<file path="src/rtl/vsts_pkg.sv">
// Shared types and constants for the synthesizer tuning serializer.
// No dependencies; used by vsts_frame_build and vtx_synth_tune_serializer.
package vsts_pkg;

   localparam int FRAME_BITS = 25;
   localparam int PAIR_BITS  = 2 * FRAME_BITS;
   localparam int DATA_BITS  = 20;
   localparam int ADDR_BITS  = 4;
   localparam int FREQ_BITS  = 14;
   localparam int TAB_BITS   = 13;
   localparam int BIT_IDX_W  = 6;

   localparam logic [ADDR_BITS-1:0] REF_REG_ADDR   = 4'd0;
   localparam logic [ADDR_BITS-1:0] SYNTH_REG_ADDR = 4'd1;
   localparam logic                 WRITE_FLAG     = 1'b1;

   localparam logic [2:0] BAND_MAX = 3'd4;
   localparam logic [2:0] CHAN_MAX = 3'd7;

   localparam logic [FREQ_BITS-1:0]  FREQ_MIN_RESET = 14'd5600;
   localparam logic [FREQ_BITS-1:0]  FREQ_MAX_RESET = 14'd5950;
   localparam logic [DATA_BITS-1:0]  REF_WORD_RESET = 20'h00190;

   // Bands A B E F R, channel 0..7, in MHz
   localparam logic [TAB_BITS-1:0] CHAN_MHZ [5][8] = '{
      '{13'd5865, 13'd5845, 13'd5825, 13'd5805, 13'd5785, 13'd5765, 13'd5745, 13'd5725},
      '{13'd5733, 13'd5752, 13'd5771, 13'd5790, 13'd5809, 13'd5828, 13'd5847, 13'd5866},
      '{13'd5705, 13'd5685, 13'd5665, 13'd5645, 13'd5885, 13'd5905, 13'd5925, 13'd5945},
      '{13'd5740, 13'd5760, 13'd5780, 13'd5800, 13'd5820, 13'd5840, 13'd5860, 13'd5880},
      '{13'd5658, 13'd5695, 13'd5732, 13'd5769, 13'd5806, 13'd5843, 13'd5880, 13'd5917}
   };

   typedef enum logic [1:0] {
      CSR_FREQ_MIN = 2'd0,
      CSR_FREQ_MAX = 2'd1,
      CSR_REF_WORD = 2'd2
   } csr_index_type;

   typedef struct packed {
      logic [FREQ_BITS-1:0] freq_min;
      logic [FREQ_BITS-1:0] freq_max;
      logic [DATA_BITS-1:0] ref_word;
   } cfg_type;

endpackage

</file>
<file path="src/rtl/vtx_synth_tune_serializer.sv">
// Top level of the synthesizer tuning serializer: command intake, CSR port,
// serial output register. Depends on vsts_pkg and vsts_frame_build.
//
// A command transaction on req_* (op, freq_mhz, band_sel, channel_sel) is
// turned into two 25-bit write frames, reference register first, then the
// synthesizer register, each LSB first. Every bit leaves as one rsp_*
// transaction with frame_number, frame_end (25th bit of a frame) and last
// (50th bit of the command).
// The first bit passes the pending register and then the output shift
// register before it is valid on rsp_*.
// One bit per cycle leaves the output shift register while rsp_ready is
// high. A pending register holds the next command's frames, so one more
// command can be taken while a command is being shifted out, and the next
// command starts on the cycle after the current last bit is taken.
// When rsp_ready is low the current bit holds. Once the pending register
// is full, req_ready drops until the serializer takes its frames.
// CSRs: freq_min_mhz at 0x0, freq_max_mhz at 0x4, reference_word at 0x8.
// Write them only while idle. Synchronous reset restores the CSR defaults
// and drops all queued work.
module vtx_synth_tune_serializer (
   input  logic        clock,
   input  logic        reset,
   input  logic        req_valid,
   output logic        req_ready,
   input  logic        req_op,
   input  logic [15:0] req_freq_mhz,
   input  logic [7:0]  req_band_sel,
   input  logic [7:0]  req_channel_sel,
   output logic        rsp_valid,
   input  logic        rsp_ready,
   output logic        rsp_serial_bit,
   output logic        rsp_frame_number,
   output logic        rsp_frame_end,
   output logic        rsp_last,
   input  logic        psel,
   input  logic        penable,
   input  logic        pwrite,
   input  logic [3:0]  paddr,
   input  logic [31:0] pwdata,
   output logic [31:0] prdata,
   output logic        pready
);

   localparam logic [vsts_pkg::BIT_IDX_W-1:0] LAST_IDX =
      vsts_pkg::BIT_IDX_W'(vsts_pkg::PAIR_BITS - 1);
   localparam logic [vsts_pkg::BIT_IDX_W-1:0] END0_IDX =
      vsts_pkg::BIT_IDX_W'(vsts_pkg::FRAME_BITS - 1);
   localparam logic [vsts_pkg::BIT_IDX_W-1:0] FRAME1_IDX =
      vsts_pkg::BIT_IDX_W'(vsts_pkg::FRAME_BITS);

   vsts_pkg::cfg_type               cfg_ff, cfg_in;
   vsts_pkg::csr_index_type         csr_idx;
   logic                            csr_wr;

   logic [vsts_pkg::PAIR_BITS-1:0]  frames;
   logic [vsts_pkg::PAIR_BITS-1:0]  pend_frames_ff, pend_frames_in;
   logic                            pend_valid_ff, pend_valid_in;
   logic [vsts_pkg::PAIR_BITS-1:0]  shift_ff, shift_in;
   logic [vsts_pkg::BIT_IDX_W-1:0]  idx_ff, idx_in;
   logic                            out_valid_ff, out_valid_in;

   logic req_take;
   logic rsp_take;
   logic at_last;
   logic load;

   // ---------------- CSR port ----------------
   assign pready  = 1'b1;
   assign csr_idx = vsts_pkg::csr_index_type'(paddr[3:2]);
   assign csr_wr  = psel && penable && pwrite && pready;

   always_comb begin
      cfg_in = cfg_ff;
      prdata = 32'd0;
      unique case (csr_idx)
         vsts_pkg::CSR_FREQ_MIN: begin
            prdata = 32'(cfg_ff.freq_min);
            if (csr_wr) cfg_in.freq_min = pwdata[vsts_pkg::FREQ_BITS-1:0];
         end
         vsts_pkg::CSR_FREQ_MAX: begin
            prdata = 32'(cfg_ff.freq_max);
            if (csr_wr) cfg_in.freq_max = pwdata[vsts_pkg::FREQ_BITS-1:0];
         end
         vsts_pkg::CSR_REF_WORD: begin
            prdata = 32'(cfg_ff.ref_word);
            if (csr_wr) cfg_in.ref_word = pwdata[vsts_pkg::DATA_BITS-1:0];
         end
         default: begin
            prdata = 32'd0;
         end
      endcase
   end

   // ---------------- frame build ----------------
   vsts_frame_build u_build (
      .op          (req_op),
      .freq_mhz    (req_freq_mhz),
      .band_sel    (req_band_sel),
      .channel_sel (req_channel_sel),
      .cfg         (cfg_ff),
      .frames      (frames)
   );

   // ---------------- pending + serializer ----------------
   assign at_last  = (idx_ff == LAST_IDX);
   assign rsp_take = out_valid_ff && rsp_ready;
   assign load     = pend_valid_ff && (!out_valid_ff || (rsp_take && at_last));
   assign req_ready = !pend_valid_ff || load;
   assign req_take  = req_valid && req_ready;

   always_comb begin
      pend_frames_in = pend_frames_ff;
      pend_valid_in  = pend_valid_ff;
      shift_in       = shift_ff;
      idx_in         = idx_ff;
      out_valid_in   = out_valid_ff;

      if (load) begin
         shift_in     = pend_frames_ff;
         idx_in       = '0;
         out_valid_in = 1'b1;
      end else if (rsp_take) begin
         if (at_last) begin
            out_valid_in = 1'b0;
         end else begin
            shift_in = {1'b0, shift_ff[vsts_pkg::PAIR_BITS-1:1]};
            idx_in   = idx_ff + 1'b1;
         end
      end

      if (req_take) begin
         pend_frames_in = frames;
         pend_valid_in  = 1'b1;
      end else if (load) begin
         pend_valid_in  = 1'b0;
      end
   end

   always_ff @(posedge clock) begin
      if (reset) begin
         cfg_ff.freq_min <= vsts_pkg::FREQ_MIN_RESET;
         cfg_ff.freq_max <= vsts_pkg::FREQ_MAX_RESET;
         cfg_ff.ref_word <= vsts_pkg::REF_WORD_RESET;
         pend_valid_ff   <= 1'b0;
         out_valid_ff    <= 1'b0;
         idx_ff          <= '0;
      end else begin
         cfg_ff          <= cfg_in;
         pend_valid_ff   <= pend_valid_in;
         out_valid_ff    <= out_valid_in;
         idx_ff          <= idx_in;
      end
   end

   always_ff @(posedge clock) begin
      pend_frames_ff <= pend_frames_in;
      shift_ff       <= shift_in;
   end

   assign rsp_valid        = out_valid_ff;
   assign rsp_serial_bit   = shift_ff[0];
   assign rsp_frame_number = (idx_ff >= FRAME1_IDX);
   assign rsp_frame_end    = (idx_ff == END0_IDX) || at_last;
   assign rsp_last         = at_last;

   // ---------------- assertions ----------------
   a_last_ends_frame1: assert property (@(posedge clock) disable iff (reset)
      rsp_valid && rsp_last |-> rsp_frame_end && rsp_frame_number)
      else $error("last bit not on end of synthesizer frame");

   a_no_gap_in_command: assert property (@(posedge clock) disable iff (reset)
      rsp_valid && rsp_ready && !rsp_last |=> rsp_valid)
      else $error("bit stream broke inside a command");

   a_frame_switch: assert property (@(posedge clock) disable iff (reset)
      rsp_valid && rsp_ready && rsp_frame_end && !rsp_last |=> rsp_frame_number)
      else $error("second frame did not follow first frame end");

   a_stall_only_when_full: assert property (@(posedge clock) disable iff (reset)
      !req_ready |-> pend_valid_ff && out_valid_ff)
      else $error("command intake stalled with room available");

endmodule

</file>
<file path="src/rtl/vsts_frame_build.sv">
// Builds the two 25-bit write frames for one tuning command.
// Depends on vsts_pkg (frame layout, channel table, config struct).
module vsts_frame_build (
   input  logic                           op,
   input  logic [15:0]                    freq_mhz,
   input  logic [7:0]                     band_sel,
   input  logic [7:0]                     channel_sel,
   input  vsts_pkg::cfg_type              cfg,
   output logic [vsts_pkg::PAIR_BITS-1:0] frames
);

   logic [15:0]                    f_lo;
   logic [vsts_pkg::FREQ_BITS-1:0] f_direct;
   logic [2:0]                     band;
   logic [2:0]                     chan;
   logic [vsts_pkg::FREQ_BITS-1:0] f_sel;
   logic [18:0]                    v;
   logic [vsts_pkg::DATA_BITS-1:0] word;

   always_comb begin
      // raise to min first, then lower to max
      f_lo = (freq_mhz < {2'b00, cfg.freq_min}) ? {2'b00, cfg.freq_min} : freq_mhz;
      f_direct = (f_lo > {2'b00, cfg.freq_max}) ? cfg.freq_max
                                                : f_lo[vsts_pkg::FREQ_BITS-1:0];
      band = (band_sel > {5'd0, vsts_pkg::BAND_MAX}) ? vsts_pkg::BAND_MAX : band_sel[2:0];
      chan = (channel_sel > {5'd0, vsts_pkg::CHAN_MAX}) ? vsts_pkg::CHAN_MAX
                                                        : channel_sel[2:0];
      f_sel = op ? {1'b0, vsts_pkg::CHAN_MHZ[band][chan]} : f_direct;
      v = 19'(f_sel) * 19'd25;
      word = {v[18:6], 1'b0, v[5:0]};
      frames = {word, vsts_pkg::WRITE_FLAG, vsts_pkg::SYNTH_REG_ADDR,
                cfg.ref_word, vsts_pkg::WRITE_FLAG, vsts_pkg::REF_REG_ADDR};
   end

endmodule
</file>
<file path="config.mk">
export PLATFORM = sky130hd
export DESIGN_NAME = vtx_synth_tune_serializer
export DESIGN_NICKNAME = d
export VERILOG_FILES = /design/src/rtl/vsts_pkg.sv /design/src/rtl/vtx_synth_tune_serializer.sv /design/src/rtl/vsts_frame_build.sv
export SDC_FILE = /design/constraint.sdc
export NUM_CORES = 1
export LEC_CHECK = 0
export ABC_CLOCK_PERIOD_IN_PS = 7200
export BUFFER_PORTS_ARGS = -buffer_cell sky130_fd_sc_hd__buf_4
export CAP_MARGIN = 20
export CORE_MARGIN = 5
export CORE_UTILIZATION = 30
export CTS_BUF_LIST = sky130_fd_sc_hd__clkbuf_4 sky130_fd_sc_hd__clkbuf_8 sky130_fd_sc_hd__clkbuf_16
export DETAILED_ROUTE_END_ITERATION = 10
export HOLD_SLACK_MARGIN = 0.02
export REMOVE_ABC_BUFFERS = 1
export SLEW_MARGIN = 30
export SYNTH_ARGS = -nofsm -noshare
export SYNTH_HDL_FRONTEND = slang
export SYNTH_SLANG_ARGS = --single-unit
</file>
<file path="constraint.sdc">
create_clock -name clock -period 7.2 [get_ports clock]
set_input_delay 0.36 -clock clock [delete_from_list [all_inputs] [get_ports clock]]
set_output_delay 0.36 -clock clock [all_outputs]
set_load 0.01 [all_outputs]
</file>
---- After elaboration in Yosys (flattened, before gate mapping) ----
Memories as Yosys holds them, arrays and structs flattened.
Index checks and enable logic that the tools add are counted.
word-level totals
  register bits ........................... 145
  output and inout bits ................... 39
  logic and storage cells ................. 68
  memories ................................ 1
  ROM bits ................................ 832
operators by class
  bitwise operators ....................... 3
  add/sub/neg operators ................... 1
  equal/unequal tests ..................... 5
  reductions and logical operators ........ 22
  order comparisons ....................... 7
  multiplexer cells ....................... 19
  $mul .................................... 1
memories
  name             words  width  rd ports  clocked after memory_dff  wr ports  line                    RTL
  (no name shown)  8      104    1         0                         0         vsts_frame_build.sv:28  f_sel = op ? {1'b0, vsts_pkg::CHAN_MHZ[band][chan]} : f_direct;
operators by type and width
  kind                                                                                 number
  104-bit two-way mux                                                                  2
  50-bit two-way mux                                                                   3
  20-bit one-hot mux with 3 select lines                                               1
  13-bit binary-select mux with 3-bit select                                           1
  14-bit two-way mux                                                                   2
  13-bit two-way mux                                                                   2
  14-bit by 5-bit multiplier with 19-bit output, second input constant                 1
  16-bit by 14-bit greater-than comparator with 1-bit output                           1
  8-bit by 3-bit greater-than comparator with 1-bit output, second input constant      2
  16-bit by 14-bit less-than comparator with 1-bit output                              1
  16-bit two-way mux                                                                   1
  2-bit AND reduction                                                                  6
  4-bit greater-or-equal comparator, second input constant                             2
  3-bit inverter with 4-bit output                                                     2
  6-bit by 1-bit adder with 6-bit output, second input constant                        1
  6-bit by 5-bit equality test with 1-bit output, second input constant                1
  6-bit equality test, second input constant                                           1
  6-bit by 5-bit greater-or-equal comparator with 1-bit output, second input constant  1
  1-bit logical AND                                                                    6
  3-bit two-way mux                                                                    2
  2-bit nonzero test                                                                   3
  1-bit two-way mux                                                                    5
  1-bit logical OR                                                                     3
  2-bit by 1-bit equality test with 1-bit output, second input constant                1
  6 further kinds                                                                      7

---- Logic depth before layout (Yosys ltp) ----
  depth after elaboration ................. 11
  depth in mapped cells ................... 29
  gate-level depth less buffers ........... 27

---- Cells and area by module ----
Synthesis repeated with hierarchy kept, for this count alone.
unflattened totals
  cells, all modules ...................... 1,042
  area, all modules ....................... 10,498.8 µm²
by module, submodules not included
  module                     cells each  sequential area each (µm²)  times used  area an instance (µm²)
  vtx_synth_tune_serializer  516         4,124.0                     1           6,678.9
  vsts_frame_build           526         0.0                         1           3,819.9

---- Least setup slack after synthesis ----
No wires, ideal clock.
  kind .................................... flip-flop to flip-flop
  start point ............................. reg cfg_ff[35] (netlist bit)
  end point ............................... reg pend_frames_ff[47] (netlist bit), data pin
  cell stages (with the launch flop) ...... 29
  path buffers ............................ 2
  data required time ...................... 6.941 ns
  period minus slack after synthesis ...... 6.957 ns
  setup slack ............................. 0.243 ns
  arrival time ............................ 6.698 ns
  cells stage by stage .................... dfxtp_1 inv_1 ha_1 a2111o_1 a31o_2 a21oi_2 mux2i_1 inv_1 ha_1 a211oi_1 nor2_1 or4_1 buf_2 a2111o_1 buf_6 a221oi_1 o21ai_0 ha_1 ha_1 inv_1 fa_1 inv_1 ha_1 a21o_1 a21o_1 or3_1 a211o_1 a31oi_1 xnor2_1
on the way
  cells in the longest elaborated chain, start to end .. 6
RTL lines
  what                                                        line                              RTL
  from (decl)                                                 vtx_synth_tune_serializer.sv:51   vsts_pkg::cfg_type cfg_ff, cfg_in;
  from (signal assigned)                                      vtx_synth_tune_serializer.sv:148  cfg_ff <= cfg_in;
  16-bit by 14-bit less-than comparator with 1-bit output     vsts_frame_build.sv:22            f_lo = (freq_mhz < {2'b00, cfg.freq_min}) ? {2'b00, cfg.freq_min} : freq_mhz;
  16-bit two-way mux (*)                                      vsts_frame_build.sv:22
  16-bit by 14-bit greater-than comparator with 1-bit output  vsts_frame_build.sv:23            f_direct = (f_lo > {2'b00, cfg.freq_max}) ? cfg.freq_max
  14-bit two-way mux (*)                                      vsts_frame_build.sv:23
  14-bit two-way mux (*)                                      vsts_frame_build.sv:28
  14-bit by 5-bit multiplier with 19-bit output (*)           vsts_frame_build.sv:29            v = 19'(f_sel) * 19'd25;
  net frames, one bit                                         vtx_synth_tune_serializer.sv:55   logic [vsts_pkg::PAIR_BITS-1:0] frames;
  to (signal assigned)                                        vtx_synth_tune_serializer.sv:156  pend_frames_ff <= pend_frames_in;
  to (decl)                                                   vtx_synth_tune_serializer.sv:56   logic [vsts_pkg::PAIR_BITS-1:0] pend_frames_ff, pend_frames_in;
The timed path passes the listed nets; every way through them passes the cells marked *.
A chain may end at the register's enable or synchronous reset.

---- Worst setup path after layout ----
Same ends and word-level chain as after synthesis.

==> results.py <==
metrics = {
    "run_status": {
        "status": "complete, no violations",
    },
    "setup_path": {
        "cp_max_fo": 8,
        "crit_required_ps": 7360,
        "cp-end-kind": "register",
        "crit_arrival_ps": 7110,
        "criticalPathCategory": "reg -> reg",
        "start_kind": "register",
        "r2r_slack_ps": 250,
    },
    "yosys": {
        "synth_cells": 985,
        "synth-async-reset-ratio_pct": 0,
        "ys.warnings.count": 0,
        "synthTopCellsByCount": "nand2_1 (235), edfxtp_1 (89), ha_1 (82)",
        "synth.most_common_cell": "nand2_1",
        "synth_edf_count": 89,
        "synth-seq-cells": 145,
        "synth.area.top_cells": "edfxtp_1 (30%), dfxtp_1 (12%), ha_1 (11%)",
        "synth_top_area_share_pct": 29.8,
        "yosys.cell_types.count": 69,
        "synth_area_um2": 8970,
        "ys_seq_area_share_pct": 42.3,
        "synthFlopType": "edfxtp_1",
        "synth_area_leader_cell": "edfxtp_1",
        "synth.avg_cell_area_um2": 9.11,
    },
    "placement": {
        "place.gp.congestion": 0.878,
        "place_area_um2": 10300,
        "port_buffers": 87,
        "place.detailed.hpwl_um": 17800,
    },
    "power_and_ir_drop": {
        "p_switching_mw": 0.705,
        "peakVddDrop_uv": 131,
        "p_leak_nw": 4.69,
        "pwr-share-clk_pct": 36.9,
        "seqPwrFrac_pct": 40.2,
        "p_per_area_nw_per_um2": 228,
        "sw_frac_of_total_pct": 27.9,
        "p_int_mw": 1.83,
        "comb_power_share_pct": 22.9,
    },
    "die": {
        "dieWidth_um": 183,
        "die-area_um2": 33500,
        "ioPinCount": 115,
        "die_h_um": 183,
        "core_area_um2": 29600,
        "initial_core_util_pct": 30.4,
        "rows": 63,
    },
    "finish": {
        "regArea_um2": 3790,
        "diodes": 0,
        "finalInstanceArea_um2": 11100,
        "area_growth_pct": 23.6,
        "postLayoutCoreUtil_pct": 37.5,
        "finalNetCount": 1271,
        "fill_cells": 2957,
        "multiInputGateArea_um2": 4830,
        "drive_gt1_share_pct": 19.6,
    },
    "timing": {
        "fmax_ghz": 0.144,
        "report.final.slew_viol_count": 0,
        "slew_headroom_pct": 42.0,
        "fin_crit_sh_pct": 96.6,
        "post-route-min-period_ps": 6950,
        "hold_viol": 0,
        "worst_slew_pin_slew_ps": 869,
        "setup_violations": 0,
        "fin_setup_tns_ps": 0,
        "skew_ps": 13.8,
    },
    "cts": {
        "cts_sinks": 145,
        "holdBufCountCts": 0,
        "cts_tree": "built",
        "cts-buffers-inserted": 17,
        "cts_buffer_depth": 2,
        "clock_latency_ps": 420,
        "cts_max_level": 4,
        "clk_pin_slew_ps": 60,
        "clockRootBuffer": "clkbuf_16",
    },
    "detailed_routing": {
        "drt_iter0_markers": 536,
        "wl_per_cell_um": 15.7,
        "vias": 7489,
        "wl_met1_um": 11400,
        "drc": 0,
        "met3_length_um": 1170,
        "drt_pre_antenna_iters": 6,
        "detail-route-antenna-nets": 0,
        "drt_wl_total_um": 23700,
        "route.met2.wl_um": 10700,
        "top_layer_used": "met4",
        "vias_per_cell": 4.97,
    },
    "global_route": {
        "grt.overflow.total": 0,
        "grt_start_max_net_pins": 51,
        "grt_pass1_wl_um": 37600,
        "antenna_found_initial": 0,
        "grt.total_usage_pct": 13.9,
        "grt_pass1_vias": 7048,
    },
    "worst_hold_path": {
        "hold_class": "in -> reg",
    },
    "run": {
        "maxCapViolCount": 0,
    },
}
layer usage:
metal	track usage, %	vias to the layer above
li1	-	3700
met1	20.0	3543
met2	21.4	214
met3	2.48	32
met4	3.87	0
met5	0	-
what timing repair did:
item,CTS,global route
endpoints found under the setup margin,0,7
resized for setup,0,20
buffers inserted,0,5
power by group through the flow:
stage | clock, mW | combinational (mW) | sequential, mW
2_1_floorplan | 0 | 0.363 | 1.03
3_3_place_gp | 0 | 0.563 | 1.03
3_5_place_dp | 0 | 0.572 | 1.03
4_1_cts | 0.960 | 0.576 | 1.02
5_1_grt | 0.994 | 0.655 | 1.02
6_report | 0.934 | 0.581 | 1.02
cell usage in the layout, fill, tap and decap left out, types with 8 or more instances in the layout:
cell type  netlist  layout
nand2_1        235     235
buf_4           13     144
edfxtp_1        89      89
ha_1            82      82
inv_1           61      61
a21oi_1         64      61
dfxtp_1         56      56
nor2_1          34      34
o21ai_0         32      31
nor3_1          25      24
o211ai_1        21      21
mux2i_1         20      18
clkbuf_16        0      17
and2_1          17      16
nand4_1         13      13
conb_1           2      13
xnor2_1         12      12
a21o_1          11      11
fa_1             9       9
nand2b_1         8       8
nand3_1          8       8
a31oi_1         10       8
worst max-delay path, stage by stage, from the launching register on:
cell and delay (ps):
dfxtp_1 340, inv_1 60, ha_1 280, a2111o_1 390, a31o_2 290, a21oi_4 220, mux2i_2 270, inv_1 60
ha_1 300, a211oi_2 180, nor2_1 70, or4_4 520, a2111o_1 460, a41o_1 280, a31o_2 250, ha_1 300
ha_1 290, inv_1 50, fa_1 490, inv_1 50, ha_1 320, a21o_1 160, a21o_1 170, or3_1 310
a211o_1 270, a31oi_2 210, xnor2_1 90
logic make-up (layout without fill, tap and decap cells):
| kind of cell | after synthesis | after routing | share of synthesized area [%] |
|---|---|---|---|
| xor+xnor | 18 | 18 | 1.76 |
| mux | 25 | 25 | 2.86 |
| buf+inv | 122 | 243 | 5.76 |
| simple gates | 378 | 378 | 18.6 |
| fa+ha+maj | 91 | 91 | 13.4 |
| flops | 145 | 145 | 42.3 |
| other cells | 2 | 13 | 0.0837 |
| compound gates | 204 | 204 | 15.2 |
final cells by class:
| cell class | count | share of cell area [%] |
|---|---|---|
| Multi-Input combinational cell | 729 | 43.5 |
| Sequential cell | 145 | 34.2 |
| Timing Repair Buffer | 148 | 10.1 |
| Tap cell | 390 | 4.40 |
| Clock buffer | 19 | 4.03 |
| Inverter | 63 | 2.13 |
| Clock inverter | 13 | 1.58 |
worst paths after layout:
| check | start | to | depth (start not counted) |
|---|---|---|---|
| worst min-delay path | req_valid | pend_valid_ff$_SDFFE_PP0P_ | 3 |
| worst max-delay path | cfg_ff[35]$_SDFFE_PP0P_ | pend_frames_ff[47]$_DFFE_PP_ | 26 |
| worst max register to register | cfg_ff[35]$_SDFFE_PP0P_ | pend_frames_ff[47]$_DFFE_PP_ | 26 |
| worst min register to register | cfg_ff[18]$_SDFFE_PP0P_ | pend_frames_ff[23]$_DFFE_PP_ | 0 |
state kept, by name, summed over array words and instances (netlist names):
name            flops
pend_valid_ff       1
shift_ff           50
cfg_ff             48
pend_frames_ff     39
idx_ff              6
rsp_valid           1
per-stage QoR:
step	total power, mW	worst slack (ps)	hold slack [ps]	instances
after CTS	2.55	20.3	145	1501
after floorplan	1.39	38.9	422	937
after global routing	2.67	-13.2	173	1507
after detailed placement	1.61	-46.6	435	1469
final	2.53	248	165	1507
after global placement	1.60	6.55	435	1468
No activity file was read; power rests on OpenSTA's default activity.
